<file path="src/sv/hfa_pkg.sv">
// Package for the hole-fit allocator: operation, mode, policy and status codes.
// No dependencies; hfa_front, hfa_back and the top unit import it.

package hfa_pkg;

    typedef logic [1:0] op_t;
    typedef logic [1:0] mode_t;
    typedef logic [1:0] policy_t;
    typedef logic [1:0] status_t;

    // Input mode codes as they arrive on the port.
    localparam mode_t MODE_CLEAR   = 2'd0;
    localparam mode_t MODE_APPEND  = 2'd1;
    localparam mode_t MODE_REQUEST = 2'd2;

    // Internal operation codes held in the queue.
    localparam op_t OP_CLEAR   = 2'd0;
    localparam op_t OP_APPEND  = 2'd1;
    localparam op_t OP_REQUEST = 2'd2;
    localparam op_t OP_NOP     = 2'd3;

    // Placement rules.
    localparam policy_t POL_FIRST = 2'd0;
    localparam policy_t POL_NEXT  = 2'd1;
    localparam policy_t POL_BEST  = 2'd2;
    localparam policy_t POL_WORST = 2'd3;

    // Result status codes.
    localparam status_t ST_DONE   = 2'd0;
    localparam status_t ST_NO_FIT = 2'd1;
    localparam status_t ST_FULL   = 2'd2;

endpackage

</file>
<file path="src/sv/hfa_ram.sv">
// Generic single-port-write, single-port-read RAM with a registered read.
// No dependencies.

module hfa_ram #(
    parameter int WIDTH = 16,
    parameter int DEPTH = 16
) (
    input  logic                     clk,
    input  logic                     we,
    input  logic [$clog2(DEPTH)-1:0] waddr,
    input  logic [WIDTH-1:0]         wdata,
    input  logic [$clog2(DEPTH)-1:0] raddr,
    output logic [WIDTH-1:0]         rdata
);

    logic [WIDTH-1:0] mem [DEPTH];
    logic [WIDTH-1:0] rdata_reg;

    always_ff @(posedge clk)
    begin
        if (we)
        begin
            mem[waddr] <= wdata;
        end
        rdata_reg <= mem[raddr];
    end

    assign rdata = rdata_reg;

endmodule

</file>
<file path="src/sv/hfa_front.sv">
// Front end of the hole-fit allocator: accepts input items, turns the mode into
// an operation code, trims the size and holds items in a two-entry queue.
// Depends on hfa_pkg.

module hfa_front
    import hfa_pkg::*;
#(
    parameter int SIZE_BITS = 16
) (
    input  logic                 clk,
    input  logic                 rst_n,
    input  logic                 in_valid,
    output logic                 in_ready,
    input  logic [1:0]           mode,
    input  logic [15:0]          size,
    output logic                 q_valid,
    output op_t                  q_op,
    output logic [SIZE_BITS-1:0] q_size,
    input  logic                 q_pop
);

    logic [1:0]           cnt_reg, cnt_next;
    logic                 wr_ptr_reg, wr_ptr_next;
    logic                 rd_ptr_reg, rd_ptr_next;
    op_t                  op_reg   [2];
    logic [SIZE_BITS-1:0] size_reg [2];
    logic                 push;
    logic                 pop;
    op_t                  op_in;
    logic [31:0]          size_wide;

    assign size_wide = 32'(size);

    always_comb
    begin
        case (mode)
            MODE_CLEAR:   op_in = OP_CLEAR;
            MODE_APPEND:  op_in = OP_APPEND;
            MODE_REQUEST: op_in = OP_REQUEST;
            default:      op_in = OP_NOP;
        endcase
    end

    assign in_ready = (cnt_reg != 2'd2);
    assign push     = in_valid && in_ready;
    assign q_valid  = (cnt_reg != 2'd0);
    assign pop      = q_pop && q_valid;
    assign q_op     = op_reg[rd_ptr_reg];
    assign q_size   = size_reg[rd_ptr_reg];

    always_comb
    begin
        wr_ptr_next = push ? ~wr_ptr_reg : wr_ptr_reg;
        rd_ptr_next = pop ? ~rd_ptr_reg : rd_ptr_reg;
        cnt_next    = cnt_reg + 2'(push) - 2'(pop);
    end

    always_ff @(posedge clk or negedge rst_n)
    begin
        if (!rst_n)
        begin
            cnt_reg    <= 2'd0;
            wr_ptr_reg <= 1'b0;
            rd_ptr_reg <= 1'b0;
        end
        else
        begin
            cnt_reg    <= cnt_next;
            wr_ptr_reg <= wr_ptr_next;
            rd_ptr_reg <= rd_ptr_next;
        end
    end

    always_ff @(posedge clk)
    begin
        if (push)
        begin
            op_reg[wr_ptr_reg]   <= op_in;
            size_reg[wr_ptr_reg] <= size_wide[SIZE_BITS-1:0];
        end
    end

endmodule

</file>
<file path="src/sv/hfa_back.sv">
// Back end of the hole-fit allocator: carries out queued operations, scans the
// hole table in RAM one entry per cycle and holds the result register.
// Depends on hfa_pkg; drives the ports of an hfa_ram instance.

module hfa_back
    import hfa_pkg::*;
#(
    parameter int MAX_HOLES = 16,
    parameter int SIZE_BITS = 16,
    parameter int IDX_W     = $clog2(MAX_HOLES),
    parameter int CNT_W     = $clog2(MAX_HOLES + 1)
) (
    input  logic                 clk,
    input  logic                 rst_n,
    input  policy_t              policy,
    input  logic                 q_valid,
    input  op_t                  q_op,
    input  logic [SIZE_BITS-1:0] q_size,
    output logic                 q_pop,
    output logic                 ram_we,
    output logic [IDX_W-1:0]     ram_waddr,
    output logic [SIZE_BITS-1:0] ram_wdata,
    output logic [IDX_W-1:0]     ram_raddr,
    input  logic [SIZE_BITS-1:0] ram_rdata,
    output logic                 out_valid,
    input  logic                 out_ready,
    output logic                 granted,
    output logic [3:0]           hole_index,
    output logic [15:0]          remaining,
    output status_t              status
);

    localparam logic [1:0] S_IDLE   = 2'd0;
    localparam logic [1:0] S_SCAN   = 2'd1;
    localparam logic [1:0] S_FINISH = 2'd2;

    logic [1:0]           state_reg, state_next;
    logic [CNT_W-1:0]     count_reg, count_next;
    logic [IDX_W-1:0]     rover_reg, rover_next;
    logic [CNT_W-1:0]     issued_reg, issued_next;
    logic [IDX_W-1:0]     scan_reg, scan_next;
    logic                 dv_reg, dv_next;
    logic [IDX_W-1:0]     didx_reg, didx_next;
    logic                 found_reg, found_next;
    logic [IDX_W-1:0]     pick_reg, pick_next;
    logic [SIZE_BITS-1:0] val_reg, val_next;
    logic [SIZE_BITS-1:0] req_reg, req_next;

    logic                 out_valid_reg, out_valid_next;
    logic                 granted_reg, granted_next;
    logic [3:0]           index_reg, index_next;
    logic [15:0]          rem_reg, rem_next;
    status_t              status_reg, status_next;

    logic                 out_free;
    logic                 full;
    logic                 issue;
    logic                 fit;
    logic                 take;
    logic                 grant;
    logic [SIZE_BITS-1:0] new_val;
    logic [IDX_W-1:0]     scan_step;
    logic [IDX_W-1:0]     rover_start;
    logic [IDX_W-1:0]     pick_step;

    assign out_free = !out_valid_reg || out_ready;
    assign full     = (count_reg == CNT_W'(MAX_HOLES));
    assign issue    = (issued_reg != count_reg);
    assign fit      = (ram_rdata >= req_reg);
    assign new_val  = val_reg - req_reg;
    assign grant    = found_reg && ((policy != POL_WORST) || (val_reg >= req_reg));

    // Scan order wraps at the number of holes in use, not at the table size.
    assign scan_step   = (CNT_W'(scan_reg) + CNT_W'(1) < count_reg) ?
                         scan_reg + IDX_W'(1) : '0;
    assign pick_step   = (CNT_W'(pick_reg) + CNT_W'(1) < count_reg) ?
                         pick_reg + IDX_W'(1) : '0;
    assign rover_start = (policy == POL_NEXT && CNT_W'(rover_reg) < count_reg) ?
                         rover_reg : '0;

    always_comb
    begin
        case (policy)
            POL_FIRST, POL_NEXT: take = fit && !found_reg;
            POL_BEST:            take = fit && (!found_reg || ram_rdata < val_reg);
            default:             take = !found_reg || ram_rdata > val_reg;
        endcase
    end

    assign ram_raddr = scan_reg;

    always_comb
    begin
        state_next     = state_reg;
        count_next     = count_reg;
        rover_next     = rover_reg;
        issued_next    = issued_reg;
        scan_next      = scan_reg;
        dv_next        = 1'b0;
        didx_next      = scan_reg;
        found_next     = found_reg;
        pick_next      = pick_reg;
        val_next       = val_reg;
        req_next       = req_reg;
        out_valid_next = out_valid_reg && !out_ready;
        granted_next   = granted_reg;
        index_next     = index_reg;
        rem_next       = rem_reg;
        status_next    = status_reg;
        q_pop          = 1'b0;
        ram_we         = 1'b0;
        ram_waddr      = count_reg[IDX_W-1:0];
        ram_wdata      = q_size;

        case (state_reg)
            S_IDLE:
            begin
                if (q_valid && out_free)
                begin
                    q_pop          = 1'b1;
                    out_valid_next = 1'b1;
                    granted_next   = 1'b0;
                    index_next     = 4'd0;
                    rem_next       = 16'd0;
                    status_next    = ST_DONE;
                    case (q_op)
                        OP_CLEAR:
                        begin
                            count_next = '0;
                            rover_next = '0;
                        end
                        OP_APPEND:
                        begin
                            if (full)
                            begin
                                status_next = ST_FULL;
                            end
                            else
                            begin
                                ram_we     = 1'b1;
                                count_next = count_reg + CNT_W'(1);
                                index_next = 4'(count_reg[IDX_W-1:0]);
                                rem_next   = 16'(32'(q_size));
                            end
                        end
                        OP_REQUEST:
                        begin
                            if (count_reg == '0)
                            begin
                                status_next = ST_NO_FIT;
                            end
                            else
                            begin
                                // The result is produced at the end of the scan.
                                out_valid_next = 1'b0;
                                req_next       = q_size;
                                issued_next    = '0;
                                scan_next      = rover_start;
                                found_next     = 1'b0;
                                state_next     = S_SCAN;
                            end
                        end
                        default:
                        begin
                        end
                    endcase
                end
            end
            S_SCAN:
            begin
                if (issue)
                begin
                    dv_next     = 1'b1;
                    issued_next = issued_reg + CNT_W'(1);
                    scan_next   = scan_step;
                end
                else
                begin
                    state_next = S_FINISH;
                end
                if (dv_reg && take)
                begin
                    found_next = 1'b1;
                    pick_next  = didx_reg;
                    val_next   = ram_rdata;
                end
            end
            S_FINISH:
            begin
                out_valid_next = 1'b1;
                state_next     = S_IDLE;
                if (grant)
                begin
                    ram_we       = 1'b1;
                    ram_waddr    = pick_reg;
                    ram_wdata    = new_val;
                    granted_next = 1'b1;
                    index_next   = 4'(8'(pick_reg));
                    rem_next     = 16'(32'(new_val));
                    status_next  = ST_DONE;
                    if (policy == POL_NEXT)
                    begin
                        rover_next = pick_step;
                    end
                end
                else
                begin
                    granted_next = 1'b0;
                    index_next   = 4'd0;
                    rem_next     = 16'd0;
                    status_next  = ST_NO_FIT;
                end
            end
            default:
            begin
                state_next = S_IDLE;
            end
        endcase
    end

    always_ff @(posedge clk or negedge rst_n)
    begin
        if (!rst_n)
        begin
            state_reg     <= S_IDLE;
            count_reg     <= '0;
            rover_reg     <= '0;
            issued_reg    <= '0;
            dv_reg        <= 1'b0;
            found_reg     <= 1'b0;
            out_valid_reg <= 1'b0;
        end
        else
        begin
            state_reg     <= state_next;
            count_reg     <= count_next;
            rover_reg     <= rover_next;
            issued_reg    <= issued_next;
            dv_reg        <= dv_next;
            found_reg     <= found_next;
            out_valid_reg <= out_valid_next;
        end
    end

    always_ff @(posedge clk)
    begin
        scan_reg    <= scan_next;
        didx_reg    <= didx_next;
        pick_reg    <= pick_next;
        val_reg     <= val_next;
        req_reg     <= req_next;
        granted_reg <= granted_next;
        index_reg   <= index_next;
        rem_reg     <= rem_next;
        status_reg  <= status_next;
    end

    assign out_valid  = out_valid_reg;
    assign granted    = granted_reg;
    assign hole_index = index_reg;
    assign remaining  = rem_reg;
    assign status     = status_reg;

endmodule

</file>
<file path="src/sv/hole_fit_allocator_unit.sv">
// Hole-fit allocator. An accepted item passes through the two-entry queue before
// it reaches the result register. Clear, append and unused modes are carried out
// in the idle state; a request scans the hole RAM one entry per cycle and then
// sets the result in a finish state.
// Reset clears the hole count, the rover, the policy (first fit) and the queue;
// the hole RAM is not cleared and needs no pass after reset.

module hole_fit_allocator_unit
    import hfa_pkg::*;
#(
    parameter int MAX_HOLES = 16,
    parameter int SIZE_BITS = 16
) (
    input  logic        clk,
    input  logic        rst_n,
    input  logic        in_valid,
    output logic        in_ready,
    input  logic [1:0]  mode,
    input  logic [15:0] size,
    output logic        out_valid,
    input  logic        out_ready,
    output logic        granted,
    output logic [3:0]  hole_index,
    output logic [15:0] remaining,
    output logic [1:0]  status,
    input  logic        cfg_valid,
    output logic        cfg_ready,
    input  logic [1:0]  policy
);

    localparam int IDX_W = $clog2(MAX_HOLES);

    policy_t              policy_reg;
    logic                 q_valid;
    op_t                  q_op;
    logic [SIZE_BITS-1:0] q_size;
    logic                 q_pop;
    logic                 ram_we;
    logic [IDX_W-1:0]     ram_waddr;
    logic [SIZE_BITS-1:0] ram_wdata;
    logic [IDX_W-1:0]     ram_raddr;
    logic [SIZE_BITS-1:0] ram_rdata;

    assign cfg_ready = 1'b1;

    always_ff @(posedge clk or negedge rst_n)
    begin
        if (!rst_n)
        begin
            policy_reg <= POL_FIRST;
        end
        else if (cfg_valid)
        begin
            policy_reg <= policy;
        end
    end

    hfa_front #(
        .SIZE_BITS (SIZE_BITS)
    ) u_front (
        .clk      (clk),
        .rst_n    (rst_n),
        .in_valid (in_valid),
        .in_ready (in_ready),
        .mode     (mode),
        .size     (size),
        .q_valid  (q_valid),
        .q_op     (q_op),
        .q_size   (q_size),
        .q_pop    (q_pop)
    );

    hfa_ram #(
        .WIDTH (SIZE_BITS),
        .DEPTH (MAX_HOLES)
    ) u_ram (
        .clk   (clk),
        .we    (ram_we),
        .waddr (ram_waddr),
        .wdata (ram_wdata),
        .raddr (ram_raddr),
        .rdata (ram_rdata)
    );

    hfa_back #(
        .MAX_HOLES (MAX_HOLES),
        .SIZE_BITS (SIZE_BITS)
    ) u_back (
        .clk        (clk),
        .rst_n      (rst_n),
        .policy     (policy_reg),
        .q_valid    (q_valid),
        .q_op       (q_op),
        .q_size     (q_size),
        .q_pop      (q_pop),
        .ram_we     (ram_we),
        .ram_waddr  (ram_waddr),
        .ram_wdata  (ram_wdata),
        .ram_raddr  (ram_raddr),
        .ram_rdata  (ram_rdata),
        .out_valid  (out_valid),
        .out_ready  (out_ready),
        .granted    (granted),
        .hole_index (hole_index),
        .remaining  (remaining),
        .status     (status)
    );

endmodule
</file>
<file path="config.mk">
export PLATFORM = sky130hd
export DESIGN_NAME = hole_fit_allocator_unit
export DESIGN_NICKNAME = d
export VERILOG_FILES = /design/src/sv/hfa_pkg.sv /design/src/sv/hfa_ram.sv /design/src/sv/hfa_front.sv /design/src/sv/hfa_back.sv /design/src/sv/hole_fit_allocator_unit.sv
export SDC_FILE = /design/constraint.sdc
export NUM_CORES = 1
export LEC_CHECK = 0
export BUFFER_PORTS_ARGS = -buffer_cell sky130_fd_sc_hd__buf_2
export CAP_MARGIN = 20
export CORE_MARGIN = 2
export CORE_UTILIZATION = 45
export CTS_BUF_LIST = sky130_fd_sc_hd__clkbuf_8
export CTS_CLUSTER_DIAMETER = 50
export DETAILED_ROUTE_END_ITERATION = 12
export PLACE_DENSITY_LB_ADDON = 0.15
export SETUP_SLACK_MARGIN = 0.5
export SLEW_MARGIN = 10
export SYNTH_ARGS = -nofsm -noshare
export SYNTH_HDL_FRONTEND = slang
export SYNTH_SLANG_ARGS = --single-unit
</file>
<file path="constraint.sdc">
create_clock -name clk -period 12.4 [get_ports clk]
set_clock_uncertainty 0.2 [all_clocks]
set_input_delay 2.48 -clock clk [delete_from_list [all_inputs] [get_ports clk]]
set_output_delay 2.48 -clock clk [all_outputs]
set_load 0.005 [all_outputs]
</file>
After elaboration in Yosys (flattened, before gate mapping)
Memories as Yosys holds them, arrays and structs flattened. A register that Yosys moved wholly into a read port is not among the register bits.
Index checks and enable logic that the tools add are counted.
- add/subtract/negate cells: 9
- reduce and logical (&&, ||, !) cells: 34
- multiplexer cells: 71
- magnitude comparators: 7
- equality and inequality tests: 22
- bitwise logic cells: 3
- operators by type and width (kind ; number):
    2-to-1 mux 16 bit ; 6
    2-to-1 mux 4 bit ; 17
    greater-or-equal comparator 16 bit ; 2
    one-hot mux 16 bit (2 select lines) ; 1
    2-to-1 mux 5 bit ; 5
    one-hot mux 4 bit (2 select lines) ; 3
    2-to-1 mux 1 bit ; 22
    one-hot mux 5 bit (2 select lines) ; 2
    greater-than comparator 16 bit ; 1
    less-than comparator 16 bit ; 1
    subtractor 16 bit ; 1
    AND reduction 5 bit ; 3
    inequality test 2 bit (second input constant) ; 7
    2-to-1 mux 2 bit ; 6
    one-hot mux 2 bit (2 select lines) ; 3
    AND reduction 4 bit ; 3
    adder 4 x 1 -> 5 bit (second input constant) ; 2
    adder 5 x 1 -> 5 bit (second input constant) ; 2
    less-than comparator 5 bit ; 2
    inequality test 2 x 1 -> 1 bit (second input constant) ; 5
    one-hot mux 1 bit (2 select lines) ; 5
    logical AND 1 bit ; 9
    adder 4 x 1 -> 4 bit (second input constant) ; 2
    == test 2 x 1 -> 1 bit (second input constant) ; 4
    15 further kinds ; 32
- output and inout port bits: 26
- memories kept: 3
- word-level logic and storage cells: 169
- register bits after elaboration: 92
- memory bits (writable): 292
- memory list (name ; depth ; width ; rd ports ; clocked after memory_dff ; wr ports ; RTL line ; text):
    u_ram.mem ; 16 ; 16 ; 1 ; 1 ; 1 ; hfa_ram.sv:16 ; logic [WIDTH-1:0] mem [DEPTH];
    u_front.size_reg ; 2 ; 16 ; 1 ; 0 ; 1 ; hfa_front.sv:26 ; logic [SIZE_BITS-1:0] size_reg [2];
    u_front.op_reg ; 2 ; 2 ; 1 ; 0 ; 1 ; hfa_front.sv:25 ; op_t op_reg [2];

Longest topological paths before layout
Gate-level depths: netlist of the first run.
- depth after elaboration: 7
- gate-level depth with buffers: 12
- gate-level depth less buffers: 10

Modules after synthesis
From an unflattened synthesis of the first run, not the netlist that was laid out.
- cells, all modules: 1061
- area, all modules: 17299.1 um2
- by module, submodules not included (module ; seq. area each (um2) ; cells an instance ; area each (um2) ; times used):
    hfa_ram ; 8007.7 ; 432 ; 10042.1 ; 1
    hfa_back ; 2447.3 ; 543 ; 5646.7 ; 1
    hfa_front ; 1181.1 ; 80 ; 1526.5 ; 1
    hole_fit_allocator_unit ; 50.0 ; 6 ; 83.8 ; 1

Worst setup path after synthesis of the first run
No wires, ideal clock.
- kind: input-to-reg
- from: input out_ready
- to: memory u_ram.mem[12][0] (enable)
- slack: 7.345 ns
- stages: 6
- path buffers: 0
- arrival time: 4.439 ns
- cells stage by stage: nand2b_1 o21ai_1 nand2b_1 clkinv_2 nand4_1 o32ai_1
- longest elaborated chain between the ends: 6
- ends and longest elaborated chain (element ; RTL line ; text):
    start: declaration ; hole_fit_allocator_unit.sv:21 ; input logic out_ready,
    logical OR 1 bit ; hfa_back.sv:66 ; assign out_free = !out_valid_reg || out_ready;
    logical AND 1 bit ; hfa_back.sv:118 ; if (q_valid && out_free)
    2-to-1 mux 1 bit ; hfa_back.sv:118 ;
    one-hot mux 1 bit (2 select lines) ; hfa_back.sv:115 ; case (state_reg)
    2-to-1 mux 1 bit ; hfa_ram.sv:21 ; if (we)
    2-to-1 mux 1 bit (implied by the code) ; hfa_ram.sv:23 ; mem[waddr] <= wdata;
    end: declaration ; hfa_ram.sv:16 ;
Every way passes these cells.

Final worst setup path of the first run
- from: input out_ready
- to: memory u_ram.mem[2][0] (enable)
Same word-level chain as after synthesis.

==> results of run 1 <==
worst max path at each step:
stage | startpoint | endpoint | slack [ns] | cells after the start
2_1_floorplan | out_ready | u_ram.mem[12][0] | 7.35 | 6
3_3_place_gp | out_ready | u_ram.mem[2][1] | 6.98 | 9
3_5_place_dp | out_ready | u_ram.mem[1][1] | 6.85 | 9
4_1_cts | out_ready | u_ram.mem[1][8] | 7.49 | 9
5_1_grt | out_ready | u_ram.mem[2][7] | 7.23 | 9
6_report | out_ready | u_ram.mem[2][0] | 7.39 | 9
cells in the mapped netlist (all sizes together), types with 2 or more instances:
cell type,n
edfxtp,355
nand2,86
mux2i,78
o21ai,75
ha,69
inv,69
a21oi,63
nor2,36
mux4,32
nand3,29
dfrtp,25
clkbuf,23
buf,20
dfxtp,20
a221oi,17
a22oi,17
mux2,16
a21o,15
xnor2,14
nand2b,11
nand4,10
nor3,10
xor2,10
o22ai,8
a22o,5
and3,5
o21a,5
a211o,4
a31oi,4
nand3b,4
o31a,4
o32ai,4
a211oi,3
a21boi,3
nand4b,3
or3,3
and4b,2
nor2b,2
o2111ai,2
critical path: cells and delay by family:
kind	cells	cell delay, ns
AOI/OAI and AO/OA	3	1.19
and+or+nand+nor	4	1.08
buffers and inverters	2	0.25
kinds of logic (layout without fill, tap and decap cells):
group,Yosys count,in the layout,share of synthesized area [%]
mux,126,126,9.68
xor+xnor,24,24,1.21
flops,400,400,67.3
buf+inv,113,258,2.64
other cells,1,2,0.0216
fa+ha+maj,70,70,5.08
compound gates,239,239,8.68
simple gates,204,204,5.43
final cells by class:
type | count | area [sq um] | share of cell area (%)
clock inverter | 50 | 302 | 1.53
timing repair buffer | 64 | 378 | 1.92
inverter | 70 | 264 | 1.34
multi-input combinational | 664 | 5400 | 27.4
antenna | 1 | 2.50 | 0.0127
sequential | 400 | 11700 | 59.3
clock buffer | 74 | 1020 | 5.17
tap | 511 | 639 | 3.25
metrics by stage:
step	setup WS, ns	hold slack, ns
3_5_place_dp	6.85	0.191
4_1_cts	7.49	0.204
5_1_grt	7.23	0.220
6_report	7.39	0.202
2_1_floorplan	7.35	0.146
3_3_place_gp	6.98	0.187
power breakdown:
group | switching, mW | leakage [nW] | internal, mW
clock | 0.529 | 0.747 | 0.617
combinational | 1.05 | 2.79 | 0.524
sequential | 0.101 | 3.72 | 1.81
routing by layer:
metal | wire length (microns) | vias to the layer above | track usage, %
met2 | 19900 | 327 | 33.8
met3 | 3120 | 69 | 5.29
met1 | 19500 | 5116 | 31.1
li1 | - | 4731 | -
met5 | 0 | - | 0
met4 | 1150 | 0 | 7.43
==> results.txt, run 1 <==
H-tree depth: 3
Commonest cells after routing, fill and taps aside: edfxtp_1 (355), inv_1 (86), nand2_1 (86)
Final Hold Viols: 0
RSZ-0062 raised after global routing: false
FILL cells: 3,222
Dpl cells: 1,708
CTS resizes: 0
Startpoint Class: primary input
Post-synth EDFFs: 355
Hold Crit Start: u_back.didx_reg[0]
Die ar.: 40,200 sq um
Drt total wl: 43,700 microns
Highest net fanout along the worst path: 16
Setup Fix Bufs, Post-CTS: 0
Final Cell Area: 19,700 sq um
Post-route ant nets: 0
Final Power: 4.63 mW
Kind of critical path: primary input to flop
Final GP Congestion: 0.851
Pwr per Cell Area: 235 nW/um^2
R2r startpoint: u_back.req_reg[0]
Max Buffers Root-to-Sink: 3
Grt ovf: 0
Setup TNS: 0 ns
WP data arrival: 5.03 ns
Highest clock rate: 0.200 GHz
CTS tree: built
Row count: 71
Clk Latency, worst-skew pair: 0.61 ns
Req. time, crit path: 12.41 ns
Max-Cap Viols: 0
Register-to-Register Path Depth: 9
DR WL/cell: 23.8 microns
Mapped Area: 17,400 sq um
Crit path cell chain: buf_2 -> nand2b_1 -> o21ai_1 -> nand2b_1 -> clkinv_2 -> nand2_1 -> nor4_1 -> a21oi_1 -> a21oi_2
Core ar.: 37,800 sq um
Syn. warnings: 0
Fin cells: 1,834
Clock Tree Root: clkbuf_8
Vias in the first global route: 10,200
Global-route wire length before repair: 65,300 microns
Worst path most repeated cell: nand2b_1
Peak supply drop: 0.125 mV
Flop2flop setup slack: 7.68 ns
Hold Path Stages: 0
Total GRT Usage: 22.1%
Rel. slew slack: 24.8%
Worst reg2reg path endpoint: u_ram.mem[2][0]
Layout cells sized above 1: 18.0%
Synth Flop Type: edfxtp_1
#FFs+latches synth: 400
Port buffer count: 49
Number of hold buffers added after CTS: 0
Die height: 201 microns
P&R area growth vs syn: 13.3%
Initial core utilization: 45.9%
DR iter-0 viols: 812
Finish-stage setup viols: 0
Hold crit path type: flop to flop
Seq/Total Area, Yosys: 67.3%
Post-synth top area share: 61.3%
Largest net degree at the start of global routing: 55
Outcome: complete, no violations
Minimum clock period: 5.01 ns
Nets: 1,364
Initial antenna violation count: 1
Sink Count: 400
DR vias: 10,200
Syn nets: 1,272
Worst-margin pin slew: 1.11 ns
DR pass1 iterations: 5
Syn_area_per_cell: 14.8 sq um
Leak: 7.26 nW
CTS Buf Count: 69
Cell taking the most area after synthesis: edfxtp_1
Dpl hpwl: 29,500 microns
Commonest non-fill, non-tap cell in the layout: edfxtp_1
Clock slew at reported path FFs: 0.06 ns
Final Max Tran Viols: 0
Synthesized instance count: 1,177
DRC Markers: 0
Post-synth ARST share: 6.25%
Synth unique cells: 61
Max FFs per register: 256
Vias per inst: 5.59
Element type at the critical path end: flop
Hold Path Sink: u_back.pick_reg[0]
Dpl cell area: 18,300 sq um
Final Util: 52.0%
Crit path largest cell delay: 0.83 ns
IO Count: 51
CP max-delay cell: a21oi_2
Die X: 201 microns
Leading post-synthesis cells by cell area: edfxtp_1 (61%), ha_1 (5.0%), mux2i_1 (4.5%)
Post-route clock period utilization: 40.4%
(Power assumes the default switching activity.)
==> inputs of run 2 (changes only) <==
- ABC_AREA: default -> 1
- clock period: 12.4 -> 4.2 ns (I/O delays scaled with it)
==> run 2 against run 1 <==
Routed wire length up 2.1%; first-iteration DRC count up 19%; combinational power rose to 3.3 times the previous value; critical endpoint is now u_ram.mem[1][5]; largest cell class unchanged; sequential share of layout area down 0.70 points; non-clock buffer count up 38.
==> results.txt, run 2 <==
Outcome: complete, no violations
DR vias: 11,700
Top cells by count, synth: edfxtp_1 (355), nand2_1 (280), o21ai_0 (138)
Leading post-synthesis cells by cell area: edfxtp_1 (61%), nand2_1 (6.0%), ha_1 (4.9%)
Commonest cells after routing, fill and taps aside: edfxtp_1 (355), nand2_1 (280), inv_1 (141)
Setup TNS: 0 ns
#FFs+latches synth: 400
Largest net degree at the start of global routing: 130
Cell taking the most area after synthesis: edfxtp_1
Register-to-Register Path Depth: 12
Core ar.: 38,500 sq um
Top delay family on crit path: simple AND/OR/NAND/NOR gates
Die height: 201 microns
Sw Ratio: 38.6%
DRC Markers: 0
Finish-stage setup viols: 0
Synth unique cells: 53
Element type at the critical path end: flop
Drt total wl: 44,600 microns
Vias per inst: 5.33
IO Count: 51
WP data arrival: 3.66 ns
Dpl hpwl: 27,700 microns
Startpoint Class: flop
Synthesized instance count: 1,504
Sequential share of power: 41.2%
Syn_area_per_cell: 11.6 sq um
Global-route wire length before repair: 67,300 microns
Post-synth top area share: 61.0%
Seq/Total Area, Yosys: 66.9%
Synth Flop Type: edfxtp_1
Row count: 72
RSZ-0062 raised after global routing: true
Worst reg2reg path endpoint: u_ram.mem[1][5]
Rel. slew slack: 25.1%
WP buf/inv: 1
Die X: 201 microns
Highest clock rate: 0.277 GHz
Clock Tree Root: clkbuf_8
Sink Count: 400
Top-count cell post-synth: edfxtp_1
Post-synth EDFFs: 355
Combinational power share: 35.6%
Dpl ws: 0.620 ns
Nets: 1,716
Layout cells sized above 1: 14.8%
Clk Latency, worst-skew pair: 0.62 ns
Net Sw Power: 5.57 mW
Dpl cell area: 18,600 sq um
DR iter-0 viols: 963
Post-route ant nets: 0
Worst path most repeated cell: nand2_1
Port buffer count: 49
Max Buffers Root-to-Sink: 3
Commonest non-fill, non-tap cell in the layout: edfxtp_1
Number of hold buffers added after CTS: 0
Clock slew at reported path FFs: 0.06 ns
Final setup margin: 0.594 ns
Syn nets: 1,599
CTS Buf Count: 69
Leak: 7.74 nW
Post-synth ARST share: 6.25%
Final Cell Area: 19,900 sq um
Minimum clock period: 3.61 ns
Crit path largest cell delay: 0.60 ns
P&R area growth vs syn: 14.1%
Hold crit path type: primary input to asynchronous set/reset pin
Int Power: 8.87 mW
Final Max Tran Viols: 0
Highest net fanout along the worst path: 17
Pwr per Cell Area: 725 nW/um^2
Vias in the first global route: 11,400
Max FFs per register: 256
CP max-delay cell: o21ai_1
Req. time, crit path: 4.26 ns
Final GP Congestion: 0.875
R2r startpoint: u_back.req_reg[0]
DR pass1 iterations: 5
Peak supply drop: 0.472 mV
Total GRT Usage: 22.2%
Post-route clock period utilization: 85.9%
DR WL/cell: 20.3 microns
Worst-margin pin slew: 1.12 ns
Final Hold Viols: 0
Final Util: 51.8%
Crit path cell chain: ha_1 -> fa_1 -> nand3b_1 -> nand2_1 -> nand2_1 -> nand3_2 -> nand2_2 -> nand2_4 -> nand3_4 -> inv_2 -> nand2_1 -> o21ai_1
CTS tree: built
Die ar.: 40,400 sq um
H-tree depth: 3
Kind of critical path: flop to flop
Syn. warnings: 0
Grt ovf: 0
Clk pwr share: 23.2%
Max-Cap Viols: 0
Number of diodes: 0
WHS: 0.0352 ns
Initial core utilization: 45.4%
Initial antenna violation count: 0
Mapped Area: 17,500 sq um
Flop2flop setup slack: 0.59 ns
-- run 2: how the worst max path moves through the flow --
stage / startpoint / endpoint / slack (ns) / depth (start not counted)
5_1_grt: u_back.req_reg[0] / u_ram.mem[1][5] / 0.44 / 12
3_5_place_dp: u_back.req_reg[0] / u_ram.mem[10][6] / 0.62 / 12
4_1_cts: u_back.req_reg[0] / u_ram.mem[11][6] / 0.61 / 12
3_3_place_gp: u_back.req_reg[0] / u_ram.mem[10][6] / 0.70 / 12
2_1_floorplan: u_back.req_reg[0] / u_ram.mem[10][0] / 0.87 / 15
6_report: u_back.req_reg[0] / u_ram.mem[1][5] / 0.59 / 12
-- run 2: final cells by class --
class	count	area, sq um
fill	3401	18500
sequential	400	11700
multi-input combinational	917	5080
clock buffer	73	1000
timing repair buffer	102	696
tap	518	648
inverter	131	502
clock inverter	55	309
-- run 2: cells by family after synthesis --
logic type / Yosys count / synth area share, %
AO/OA/AOI/OAI: 295 / 9.62
XOR/XNOR: 18 / 0.903
adder cells (fa/ha/maj): 70 / 5.06
buffers and inverters: 187 / 4.19
flip-flops: 400 / 66.9
multiplexers: 1 / 0.0645
other: 1 / 0.0215
AND/OR/NAND/NOR: 532 / 13.2
-- run 2: metal layers --
metal  GRT usage [%]  vias to the layer above  wire [microns]
met3            3.94                       79            2570
met1            29.7                     5712           19600
li1                -                     5581               -
met2            36.6                      335           21400
met5               0                        -               0
met4            7.30                        0            1070
-- run 2: per-stage QoR --
| step | instances | total power [mW] |
|---|---|---|
| floorplan | 1504 | 9.16 |
| global placement | 2061 | 11.0 |
| detailed placement | 2063 | 11.1 |
| CTS | 2191 | 14.5 |
| global route | 2196 | 15.4 |
| finish | 2196 | 14.4 |
-- run 2: power groups by stage --
stage	registers (mW)	logic (mW)	clock network (mW)
detailed placement	6.06	5.08	0
global route	6.01	5.79	3.59
CTS	5.98	5.10	3.42
global placement	6.05	4.98	0
finish	5.95	5.14	3.35
floorplan	5.86	3.29	0
-- run 2: what timing repair did --
action | CTS | global route
setup endpoints to repair | 0 | 48
resized for setup | 0 | 1
buffers inserted | 0 | 0
==> inputs of run 3 (changes only) <==
- CORE_ASPECT_RATIO: default -> 1.4
==> run 3 against run 2 <==
Sequential cell count stayed put; sequential power is 0.7% lower; first-iteration DRC count is 9.1% lower; worst setup slack worse by 0.086 ns; register-to-register slack worse by 0.09 ns; clock power is 17% lower; count of clock-buffer cells in the layout is 14 lower; non-clock buffer count is 4 lower; design area is 1.6% lower; worst hold slack worse by 0.0049 ns; critical path depth stayed put.
==> results.txt, run 3 (synthesized netlist as in run 2, its figures left out) <==
Commonest cells after routing, fill and taps aside: edfxtp_1 (355), nand2_1 (280), o21ai_0 (138)
RSZ-0062 raised after global routing: true
Global-route wire length before repair: 65,600 microns
Vias in the first global route: 11,400
Peak supply drop: 0.250 mV
Dpl cell area: 18,500 sq um
Element type at the critical path end: flop
Leak: 7.57 nW
Finish-stage setup viols: 0
Clock slew at reported path FFs: 0.06 ns
Initial core utilization: 45.5%
Port buffer count: 49
Nets: 1,702
DR WL/cell: 20.0 microns
P&R area growth vs syn: 12.3%
Grt ovf: 0
Core ar.: 38,400 sq um
Number of diodes: 0
Rel. slew slack: 30.6%
WP data arrival: 3.77 ns
Highest net fanout along the worst path: 28
Sink Count: 400
Req. time, crit path: 4.28 ns
CTS Buf Count: 59
Die ar.: 40,400 sq um
Outcome: complete, no violations
Dpl hpwl: 28,000 microns
Post-route clock period utilization: 87.9%
Final Max Tran Viols: 0
Max-Cap Viols: 0
Die height: 237 microns
H-tree depth: 2
Setup TNS: 0 ns
IO Count: 51
Drt total wl: 43,400 microns
Largest net degree at the start of global routing: 70
Startpoint Class: flop
Number of hold buffers added after CTS: 0
Final GP Congestion: 0.863
Setup Fix Bufs, Post-CTS: 0
Total GRT Usage: 21.7%
Met2 usage: 37.9%
CTS tree: built
Hold crit path type: primary input to asynchronous set/reset pin
Commonest non-fill, non-tap cell in the layout: edfxtp_1
DRC Markers: 0
Initial antenna violation count: 0
DR iter-0 viols: 875
Highest clock rate: 0.271 GHz
Worst-margin pin slew: 1.03 ns
Global Route met3 Usage: 3.26%
Final Hold Viols: 0
Grt peak-use layer: met2
Clock Tree Root: clkbuf_8
Clk Latency, worst-skew pair: 0.64 ns
Kind of critical path: flop to flop
Vias per inst: 5.30
Pwr per Cell Area: 707 nW/um^2
Final Cell Area: 19,600 sq um
Die X: 170 microns
Max FFs per register: 256
DR vias: 11,500
Layout cells sized above 1: 14.0%
Met1 GRT Util: 27.1%
WHS: 0.0303 ns
DR pass1 iterations: 5
Max Buffers Root-to-Sink: 3
Post-route ant nets: 0
Minimum clock period: 3.69 ns
Row count: 85
-- run 3: worst max-delay path, stage by stage, from the launching register on --
cell and delay [ns]:
edfxtp_1 0.40, ha_1 0.24, fa_1 0.40, nand3b_1 0.21, nand2_1 0.12, nand2_1 0.08, nand3_2 0.09, nand2_2 0.07
nand2_4 0.09, nand3_4 0.22, inv_2 0.45, nand3_1 0.16, o21ai_1 0.57
-- run 3: report_power, final --
part | leakage, nW | total, mW | internal (mW) | switching [mW]
clock network | 0.604 | 2.78 | 1.32 | 1.47
logic | 3.24 | 5.18 | 1.57 | 3.61
registers | 3.72 | 5.91 | 5.54 | 0.367
total | 7.57 | 13.9 | 8.43 | 5.45
-- run 3: area by class of cell --
class,count,area (sq um)
tap,522,653
timing repair buffer,98,649
inverter,131,502
sequential,400,11700
fill,3418,18800
clock buffer,59,812
multi-input combinational,917,5090
clock inverter,48,221
-- run 3: repair_timing --
item                       CTS  global route
resized for setup            1             3
setup endpoints to repair    6           112
gates cloned                 0             0
pin swaps                    0             0
-- run 3: through the flow --
stage	setup WS (ns)	total power, mW	instances	utilization, %
6_report	0.508	13.9	2175	51.1
5_1_grt	0.237	14.8	2175	51.1
4_1_cts	0.501	13.9	2172	50.9
3_5_place_dp	0.516	11.1	2065	48.2
3_3_place_gp	0.618	11.0	2065	48.2
2_1_floorplan	0.873	9.16	1504	-
-- run 3: routing by layer --
metal | part of all wire, % | vias up
met1 | 40 | 5549
met4 | 3.1 | 0
met2 | 51 | 353
met3 | 5.8 | 93
li1 | - | 5536
met5 | 0 | -
-- run 3: path summary, 6_finish.rpt --
kind | cells past startpoint | slack [ns] | endpoint | from
max | 12 | 0.51 | u_ram.mem[15][14] | u_back.req_reg[0]
min | 1 | 0.03 | u_back.issued_reg[1] | rst_n
max reg2reg | 12 | 0.51 | u_ram.mem[15][14] | u_back.req_reg[0]
min reg2reg | 0 | 0.20 | u_back.pick_reg[2] | u_back.didx_reg[2]
max in group asynchronous | 1 | 3.38 | u_back.out_valid | rst_n
min in group clk | 1 | 0.19 | u_front.size_reg[1][3] | size[3]
